==> src/design/md5_pkg.sv <==
`timescale 1ns / 1ps
`default_nettype none
// ----------------------------------------------------------------------------
// MD5 shared definitions
// Payload types, command type, initial chaining values and round tables.
// ----------------------------------------------------------------------------
package md5_pkg;

  // One input item: a message byte and its framing flags
  typedef struct packed {
    logic [7:0] data_byte;
    logic       carries_byte;
    logic       end_of_message;
  } item_t;

  // One result item: a digest word and its position
  typedef struct packed {
    logic [31:0] digest_word;
    logic [1:0]  word_index;
    logic        last_word;
  } result_t;

  // Command passed from the front end to the hash engine
  typedef struct packed {
    logic [7:0] data_byte;
    logic       has_byte;
    logic       is_end;
  } cmd_t;

  localparam int QUEUE_DEPTH_DEFAULT = 4;

  localparam logic [31:0] IV0 = 32'h67452301;
  localparam logic [31:0] IV1 = 32'hefcdab89;
  localparam logic [31:0] IV2 = 32'h98badcfe;
  localparam logic [31:0] IV3 = 32'h10325476;

  localparam logic [7:0] PAD_MARK = 8'h80;

  // Last pad mark position that still leaves room for the length in the same block
  localparam logic [5:0] LAST_SHORT_POS = 6'd55;

  localparam logic [31:0] ROUND_ADD [64] = '{
    32'hd76aa478, 32'he8c7b756, 32'h242070db, 32'hc1bdceee,
    32'hf57c0faf, 32'h4787c62a, 32'ha8304613, 32'hfd469501,
    32'h698098d8, 32'h8b44f7af, 32'hffff5bb1, 32'h895cd7be,
    32'h6b901122, 32'hfd987193, 32'ha679438e, 32'h49b40821,
    32'hf61e2562, 32'hc040b340, 32'h265e5a51, 32'he9b6c7aa,
    32'hd62f105d, 32'h02441453, 32'hd8a1e681, 32'he7d3fbc8,
    32'h21e1cde6, 32'hc33707d6, 32'hf4d50d87, 32'h455a14ed,
    32'ha9e3e905, 32'hfcefa3f8, 32'h676f02d9, 32'h8d2a4c8a,
    32'hfffa3942, 32'h8771f681, 32'h6d9d6122, 32'hfde5380c,
    32'ha4beea44, 32'h4bdecfa9, 32'hf6bb4b60, 32'hbebfbc70,
    32'h289b7ec6, 32'heaa127fa, 32'hd4ef3085, 32'h04881d05,
    32'hd9d4d039, 32'he6db99e5, 32'h1fa27cf8, 32'hc4ac5665,
    32'hf4292244, 32'h432aff97, 32'hab9423a7, 32'hfc93a039,
    32'h655b59c3, 32'h8f0ccc92, 32'hffeff47d, 32'h85845dd1,
    32'h6fa87e4f, 32'hfe2ce6e0, 32'ha3014314, 32'h4e0811a1,
    32'hf7537e82, 32'hbd3af235, 32'h2ad7d2bb, 32'heb86d391
  };

  localparam logic [4:0] ROT_AMOUNT [16] = '{
    5'd7, 5'd12, 5'd17, 5'd22, 5'd5, 5'd9, 5'd14, 5'd20,
    5'd4, 5'd11, 5'd16, 5'd23, 5'd6, 5'd10, 5'd15, 5'd21
  };

  // Message word used by a round
  function automatic logic [3:0] msg_index(input logic [5:0] rnd);
    logic [3:0] lo;
    logic [3:0] idx;
    lo = rnd[3:0];
    unique case (rnd[5:4])
      2'd0:    idx = lo;
      2'd1:    idx = 4'(lo * 4'd5 + 4'd1);
      2'd2:    idx = 4'(lo * 4'd3 + 4'd5);
      default: idx = 4'(lo * 4'd7);
    endcase
    return idx;
  endfunction

  // Rotate amount used by a round
  function automatic logic [4:0] rot_amount(input logic [5:0] rnd);
    return ROT_AMOUNT[{rnd[5:4], rnd[1:0]}];
  endfunction

endpackage
`default_nettype wire

==> src/design/md5_front.sv <==
`timescale 1ns / 1ps
`default_nettype none
// ----------------------------------------------------------------------------
// MD5 front end
// Accepts input items, drops empty ones and queues the rest as commands.
// ----------------------------------------------------------------------------
module md5_front import md5_pkg::*; #(
  parameter int QueueDepth = QUEUE_DEPTH_DEFAULT
) (
  input  logic  clk,
  input  logic  rst,
  input  logic  item_valid,
  output logic  item_ready,
  input  item_t item,
  output logic  cmd_valid,
  input  logic  cmd_ready,
  output cmd_t  cmd
);

  localparam int IdxW = (QueueDepth > 1) ? $clog2(QueueDepth) : 1;
  localparam int CntW = $clog2(QueueDepth + 1);

  cmd_t            slots [QueueDepth];
  logic [IdxW-1:0] wr_ptr;
  logic [IdxW-1:0] rd_ptr;
  logic [CntW-1:0] count;
  logic            push;
  logic            pop;

  // Flow control: take items while a slot is free
  assign item_ready = (count != CntW'(QueueDepth));
  assign push = item_valid && item_ready && (item.carries_byte || item.end_of_message);
  assign pop  = cmd_valid && cmd_ready;

  assign cmd_valid = (count != '0);
  assign cmd       = slots[rd_ptr];

  // Store the classified command
  always_ff @(posedge clk) begin
    if (push) begin
      slots[wr_ptr] <= '{data_byte: item.data_byte,
                         has_byte:  item.carries_byte,
                         is_end:    item.end_of_message};
    end
  end

  // Advance pointers and occupancy
  always_ff @(posedge clk) begin
    if (rst) begin
      wr_ptr <= '0;
      rd_ptr <= '0;
      count  <= '0;
    end else begin
      if (push) begin
        wr_ptr <= (wr_ptr == IdxW'(QueueDepth - 1)) ? '0 : wr_ptr + 1'b1;
      end
      if (pop) begin
        rd_ptr <= (rd_ptr == IdxW'(QueueDepth - 1)) ? '0 : rd_ptr + 1'b1;
      end
      unique case ({push, pop})
        2'b10:   count <= count + 1'b1;
        2'b01:   count <= count - 1'b1;
        default: count <= count;
      endcase
    end
  end

endmodule
`default_nettype wire

==> src/design/md5_back.sv <==
`timescale 1ns / 1ps
`default_nettype none
// ----------------------------------------------------------------------------
// MD5 hash engine
// Buffers message bytes, runs one compression round per cycle, pads the
// final block on the fly and presents the four digest words.
// ----------------------------------------------------------------------------
module md5_back import md5_pkg::*; (
  input  logic    clk,
  input  logic    rst,
  input  logic    cmd_valid,
  output logic    cmd_ready,
  input  cmd_t    cmd,
  output logic    digest_valid,
  input  logic    digest_ready,
  output result_t digest
);

  localparam logic [2:0] ST_IDLE  = 3'd0;
  localparam logic [2:0] ST_START = 3'd1;
  localparam logic [2:0] ST_ROUND = 3'd2;
  localparam logic [2:0] ST_FINAL = 3'd3;
  localparam logic [2:0] ST_EMIT  = 3'd4;

  localparam logic [6:0] FULL_BLOCK = 7'd64;
  localparam logic [3:0] LEN_LO_WORD = 4'd14;
  localparam logic [3:0] LEN_HI_WORD = 4'd15;

  logic [2:0]  state;
  logic [31:0] chain [4];
  logic [31:0] a, b, c, d;
  logic [5:0]  rnd;
  logic [60:0] byte_count;
  logic [6:0]  blk_fill;
  logic        blk_mark;
  logic        blk_len;
  logic        end_pending;
  logic [1:0]  word_idx;

  logic [31:0] buf_mem [16];
  logic [31:0] rd_data;
  logic [3:0]  rd_addr;

  logic [5:0]  pos;
  logic [5:0]  pad_pos;
  logic        take;
  logic [3:0]  cur_word;
  logic [31:0] w;
  logic [31:0] f;
  logic [31:0] t;
  logic [63:0] t_rot;

  assign cmd_ready = (state == ST_IDLE);
  assign take      = cmd_valid && cmd_ready;
  assign pos       = byte_count[5:0];
  assign pad_pos   = cmd.has_byte ? pos + 1'b1 : pos;

  // Block buffer: byte-lane writes, registered word reads
  assign rd_addr = (state == ST_START) ? msg_index(6'd0) : msg_index(rnd + 1'b1);

  always_ff @(posedge clk) begin
    if (take && cmd.has_byte) begin
      buf_mem[pos[5:2]][8*pos[1:0] +: 8] <= cmd.data_byte;
    end
    rd_data <= buf_mem[rd_addr];
  end

  // Build the message word: buffered bytes, pad mark, zeros and length
  assign cur_word = msg_index(rnd);

  always_comb begin
    logic [6:0] p;
    w = '0;
    for (int k = 0; k < 4; k++) begin
      p = {1'b0, cur_word, 2'(k)};
      if (p < blk_fill) begin
        w[8*k +: 8] = rd_data[8*k +: 8];
      end else if (blk_mark && (p == blk_fill)) begin
        w[8*k +: 8] = PAD_MARK;
      end else begin
        w[8*k +: 8] = 8'h00;
      end
    end
    if (blk_len && (cur_word == LEN_LO_WORD)) begin
      w = {byte_count[28:0], 3'b000};
    end else if (blk_len && (cur_word == LEN_HI_WORD)) begin
      w = byte_count[60:29];
    end
  end

  // Round function
  always_comb begin
    unique case (rnd[5:4])
      2'd0:    f = (b & c) | (~b & d);
      2'd1:    f = (b & d) | (c & ~d);
      2'd2:    f = b ^ c ^ d;
      default: f = c ^ (b | ~d);
    endcase
  end

  assign t     = a + f + w + ROUND_ADD[rnd];
  assign t_rot = {t, t} << rot_amount(rnd);

  // Digest output
  assign digest_valid = (state == ST_EMIT);
  assign digest = '{digest_word: chain[word_idx],
                    word_index:  word_idx,
                    last_word:   (word_idx == 2'd3)};

  // Working variables
  always_ff @(posedge clk) begin
    if (state == ST_START) begin
      a <= chain[0];
      b <= chain[1];
      c <= chain[2];
      d <= chain[3];
    end else if (state == ST_ROUND) begin
      a <= d;
      d <= c;
      c <= b;
      b <= b + t_rot[63:32];
    end
  end

  // Sequence commands, blocks and digest transfers
  always_ff @(posedge clk) begin
    if (rst) begin
      state       <= ST_IDLE;
      chain[0]    <= IV0;
      chain[1]    <= IV1;
      chain[2]    <= IV2;
      chain[3]    <= IV3;
      byte_count  <= '0;
      rnd         <= '0;
      blk_fill    <= '0;
      blk_mark    <= 1'b0;
      blk_len     <= 1'b0;
      end_pending <= 1'b0;
      word_idx    <= '0;
    end else begin
      unique case (state)
        ST_IDLE: begin
          if (take) begin
            if (cmd.has_byte) begin
              byte_count <= byte_count + 1'b1;
            end
            if (cmd.has_byte && (pos == 6'd63)) begin
              // full data block; padding follows if the message ends here
              blk_fill    <= FULL_BLOCK;
              blk_mark    <= 1'b0;
              blk_len     <= 1'b0;
              end_pending <= cmd.is_end;
              state       <= ST_START;
            end else if (cmd.is_end) begin
              // first padding block; a second one carries the length if no room
              blk_fill    <= {1'b0, pad_pos};
              blk_mark    <= 1'b1;
              blk_len     <= (pad_pos <= LAST_SHORT_POS);
              end_pending <= (pad_pos > LAST_SHORT_POS);
              state       <= ST_START;
            end
          end
        end
        ST_START: begin
          rnd   <= '0;
          state <= ST_ROUND;
        end
        ST_ROUND: begin
          rnd <= rnd + 1'b1;
          if (rnd == 6'd63) begin
            state <= ST_FINAL;
          end
        end
        ST_FINAL: begin
          chain[0] <= chain[0] + a;
          chain[1] <= chain[1] + b;
          chain[2] <= chain[2] + c;
          chain[3] <= chain[3] + d;
          if (blk_len) begin
            word_idx <= '0;
            state    <= ST_EMIT;
          end else if (end_pending) begin
            // trailing block: mark only if the previous block had none
            blk_fill    <= '0;
            blk_mark    <= !blk_mark;
            blk_len     <= 1'b1;
            end_pending <= 1'b0;
            state       <= ST_START;
          end else begin
            state <= ST_IDLE;
          end
        end
        ST_EMIT: begin
          if (digest_ready) begin
            if (word_idx == 2'd3) begin
              chain[0]   <= IV0;
              chain[1]   <= IV1;
              chain[2]   <= IV2;
              chain[3]   <= IV3;
              byte_count <= '0;
              word_idx   <= '0;
              state      <= ST_IDLE;
            end else begin
              word_idx <= word_idx + 1'b1;
            end
          end
        end
        default: state <= ST_IDLE;
      endcase
    end
  end

endmodule
`default_nettype wire

==> src/design/md5_message_digest_unit.sv <==
// MD5 digest unit. Message bytes enter one per transfer on the item channel;
// an item with end_of_message set closes the message (after its byte, if it
// carries one) and the unit then delivers four 32-bit digest words, word 0
// first, with digest byte 0 in the low bits. Items with neither a byte nor
// the end flag are dropped. A byte that does not complete a 64-byte block
// is only buffered in the hash engine; each completed block runs 64 rounds
// of the single round unit plus load and chain update. Closing a message
// adds one padding block, or two when 56 or more bytes sit in the last block,
// then four digest transfers. A small command queue in front lets new items
// be taken while the engine is busy or waits on the digest channel.
`timescale 1ns / 1ps
`default_nettype none
// ----------------------------------------------------------------------------
// MD5 message digest unit
// Top level: front end, command queue and hash engine.
// ----------------------------------------------------------------------------
module md5_message_digest_unit import md5_pkg::*; #(
  parameter int QueueDepth = QUEUE_DEPTH_DEFAULT
) (
  input  logic    clk,
  input  logic    rst,
  input  logic    item_valid,
  output logic    item_ready,
  input  item_t   item,
  output logic    digest_valid,
  input  logic    digest_ready,
  output result_t digest
);

  logic cmd_valid;
  logic cmd_ready;
  cmd_t cmd;

  // Classify and queue incoming items
  md5_front #(
    .QueueDepth(QueueDepth)
  ) u_front (
    .clk        (clk),
    .rst        (rst),
    .item_valid (item_valid),
    .item_ready (item_ready),
    .item       (item),
    .cmd_valid  (cmd_valid),
    .cmd_ready  (cmd_ready),
    .cmd        (cmd)
  );

  // Hash queued commands and deliver the digest
  md5_back u_back (
    .clk          (clk),
    .rst          (rst),
    .cmd_valid    (cmd_valid),
    .cmd_ready    (cmd_ready),
    .cmd          (cmd),
    .digest_valid (digest_valid),
    .digest_ready (digest_ready),
    .digest       (digest)
  );

endmodule
`default_nettype wire
==> config.mk <==
export PLATFORM = sky130hd
export DESIGN_NAME = md5_message_digest_unit
export DESIGN_NICKNAME = d
export VERILOG_FILES = /design/src/design/md5_pkg.sv /design/src/design/md5_front.sv /design/src/design/md5_back.sv /design/src/design/md5_message_digest_unit.sv
export SDC_FILE = /design/constraint.sdc
export NUM_CORES = 2
export LEC_CHECK = 0
export BUFFER_PORTS_ARGS = -buffer_cell sky130_fd_sc_hd__buf_2
export CORE_ASPECT_RATIO = 0.5
export CORE_MARGIN = 1.5
export CORE_UTILIZATION = 35
export CTS_CLUSTER_SIZE = 12
export DETAILED_ROUTE_END_ITERATION = 10
export PLACE_DENSITY_LB_ADDON = 0.15
export SETUP_SLACK_MARGIN = 0.5
export SLEW_MARGIN = 0
export SYNTH_ARGS = -nofsm -noshare
export SYNTH_HDL_FRONTEND = slang
export SYNTH_SLANG_ARGS = --single-unit
==> constraint.sdc <==
create_clock -name clk -period 19.65 [get_ports clk]
set_clock_uncertainty 0.05 [all_clocks]
set_input_delay 1.965 -clock clk [delete_from_list [all_inputs] [get_ports clk]]
set_output_delay 1.965 -clock clk [all_outputs]
set_load 0.03 [all_outputs]
==> key figures <==
Timing
  • Fin crit period: roughly 13000 ps
  • Worst slew pin tran: roughly 1300 ps
  • Slew Limit Fails: 0
  • Final Setup Violations: 0
  • Total negative setup slack: 0 ps
  • Final hold violations: 0
  • Slew margin rel.: between 10% and 20%
  • RSZ-0062 raised after global routing: false
  • Fmax: about 0.077 GHz
  • Final Cycle Share: 66.1%

Clocking
  • Worst-path clk slew: ~70 ps
  • Root Buffer: clkbuf_16
  • Clock Tree Buf Depth: 3
  • Setup bufs post-CTS: 0
  • CTS tree: built
  • Clk sinks: between 900 and 1000
  • CTS Hold Bufs: 0
  • Worst-skew pair later-pin latency: approximately 740 ps
  • H-tree level count: 3
  • TritonCTS Buffers: between 90 and 100
  • # resized after CTS: 0

Global route
  • First-pass GRT wire length: around 280000 µm
  • Gr ovfl total: 0
  • Vias in the first global route: roughly 42000
  • Largest net degree at the start of global routing: 92
  • GR Util All Layers: a little under a quarter
  • Initial antenna violation count: 5

Hold path
  • HP Start: u_front.rd_ptr[1]
  • Hold-critical path depth: 2
  • Worst Hold Class: reg -> reg

Yosys
  • Netlist cell types: 85
  • Dominant cell type by area after synthesis: edfxtp_1
  • Syn. warnings: 0
  • Number of flops mapped to enable cells by yosys: 744
  • Yosys top cell area share: between 30% and 40%
  • Area contributors post-synth: edfxtp_1 40%, dfxtp_1 6.8%, nand2_1 6.0%
  • Syn_nets: approximately 6100
  • Syn Inst Count: 5736
  • Synth Register Bits: 933
  • Synth Flop Type: edfxtp_1
  • Mapped Area: approximately 0.056 mm²
  • Syn_area_per_cell: 9.76 µm²
  • Async set-reset flop share out of synthesis: 0%
  • Part of the Yosys area used for sequential elements: 46.7%

Flow run
  • Max_cap viols: 0

Worst setup path
  • CP bufs+invs: 5
  • Max incr delay on CP: between 800 and 900 ps
  • Worst-path fanout max: 25
  • Critical path's most frequent cell: a21oi_1
  • R2R cell count: 44
  • CP max stage cell: nor3_1
  • WS Path Type: reg -> reg
  • CP Data Required Time: approximately 20000 ps
  • Reg-to-reg slack, setup: 6660 ps
  • Crit. End Element: register
  • Crit-path leading delay family: compound AO/OA/AOI/OAI gates
  • Arrival time at the worst endpoint: between 10000 and 15000 ps
  • Worst setup SP type: register
  • Critical R2R Launch: u_back.rnd[1]
  • Worst r2r dst: u_back.b[24]

Layout
  • Fillcell total: ~16000
  • Number of diodes: 0
  • Synth-to-layout area growth: 9.44%
  • Total Nets Final: between 5000 and 6000
  • Final core occ: about two fifths
  • Fraction of layout instances using a drive strength above 1: between 6 and 7%
  • Post-route cell area: 0.0612 mm²
  • Finished Layout Cells: 7792
  • Most frequent cells in the layout: 895 x nand2_1, 744 x edfxtp_1, 452 x nor2_1, 443 x a21oi_1, 273 x o21ai_0
  • Commonest non-fill, non-tap cell in the layout: nand2_1

Route
  • Post-route DRC violation count: 0
  • Avg WL per Cell: about 24 µm
  • Drt pass-1 iters: 6
  • Number of DRC markers after the initial detailed-route iteration: 3955
  • Post-Route WL: 187000 µm
  • Vias per cell: ~5.7
  • Number of nets still failing antenna checks after routing: 0
  • DR vias: 44209

Place
  • Placed instance count: around 7600
  • Routability Congestion: a little over 0.9
  • I/O Buffers: 50
  • Dpl hpwl: around 130000 µm
  • Post-Place Cell Area: 0.0582 mm²

Floorplan
  • Die height: between 200 and 300 µm
  • I/O Pins: between 50 and 60
  • Die W: roughly 570 µm
  • Initial Util: a little over a third
  • Die area: between 0.15 and 0.2 mm²
  • Number of cell rows: 103
  • Core area: 0.158 mm²

Status
  • Status: complete, no violations
[synthesized netlist by cell type, types with 54 or more instances]
master and count:
inv_1 217, dfxtp_1 189, xor2_1 115, nand3_1 132, a311oi_1 72, o21ai_0 274, xnor2_1 129, a31oi_1 165
nand2_1 897, a211oi_1 206, nor3_1 87, fa_1 73, a21oi_1 443, a21o_1 75, and2_1 184, ha_1 239
clkbuf_1 282, mux2i_1 54, edfxtp_1 744, nor2_1 454
[worst min-delay path: stages, from the launching register on]
cell and delay [ps]:
dfxtp_1 310, nand2_1 50, a21oi_1 70
[cell type report]
cell class	instances	area [µm²]	area share (%)
sequential	933	26100	42.7
clock buffer	153	2690	4.39
timing repair buffer	114	731	1.19
multi-input combinational	4244	27900	45.5
tap	2100	2630	4.29
inverter	220	831	1.36
clock inverter	28	338	0.552
[flip-flops by register name, indices dropped and copies added, names as in the netlist, 6 cells and up, named ones only]
| register | flops |
|---|---|
| u_back.d | 32 |
| u_back.buf_mem | 512 |
| u_back.rd_data | 32 |
| u_front.slots | 40 |
| u_back.rnd | 6 |
| u_back.blk_fill | 7 |
| u_back.b | 32 |
| u_back.a | 32 |
| u_back.c | 32 |
| u_back.chain | 128 |
| u_back.byte_count | 61 |
[kinds of logic after synthesis]
group / share of synthesized area (%)
simple gates: 15.5
fa+ha+maj: 8.51
mux: 3.78
compound gates: 17.7
buf+inv: 3.78
flops: 46.7
xor+xnor: 3.97
[per-layer routing]
layer | up-vias | wire length (µm) | part of all wire [%] | global-route usage [%]
li1 | 20730 | - | - | -
met1 | 21855 | 89200 | 48 | 33.3
met2 | 1398 | 82900 | 44 | 34.9
met3 | 226 | 11100 | 5.9 | 3.03
met4 | 0 | 4080 | 2.2 | 5.18
met5 | - | 0 | 0 | 0
[stage by stage]
step,worst slack (ps),hold slack [ps]
after floorplan,8300,404
after global placement,6970,415
after detailed placement,6870,434
after CTS,6820,430
final,6660,418
after global routing,5880,460
[worst max-delay path by stage]
stage / end / slack [ps] / start / cells after the start
after floorplan: u_back.b[24] / 8300 / u_back.rnd[2] / 45
after global placement: u_back.b[24] / 6970 / u_back.rnd[1] / 46
after detailed placement: u_back.b[24] / 6870 / u_back.rnd[1] / 44
after CTS: u_back.b[24] / 6820 / u_back.rnd[1] / 46
after global routing: u_back.b[24] / 5880 / u_back.rnd[1] / 47
final: u_back.b[24] / 6660 / u_back.rnd[1] / 44
Power is left out: the tool's default activity adds up to more than one toggle a clock period on the data nets, which glitch-free logic cannot reach.
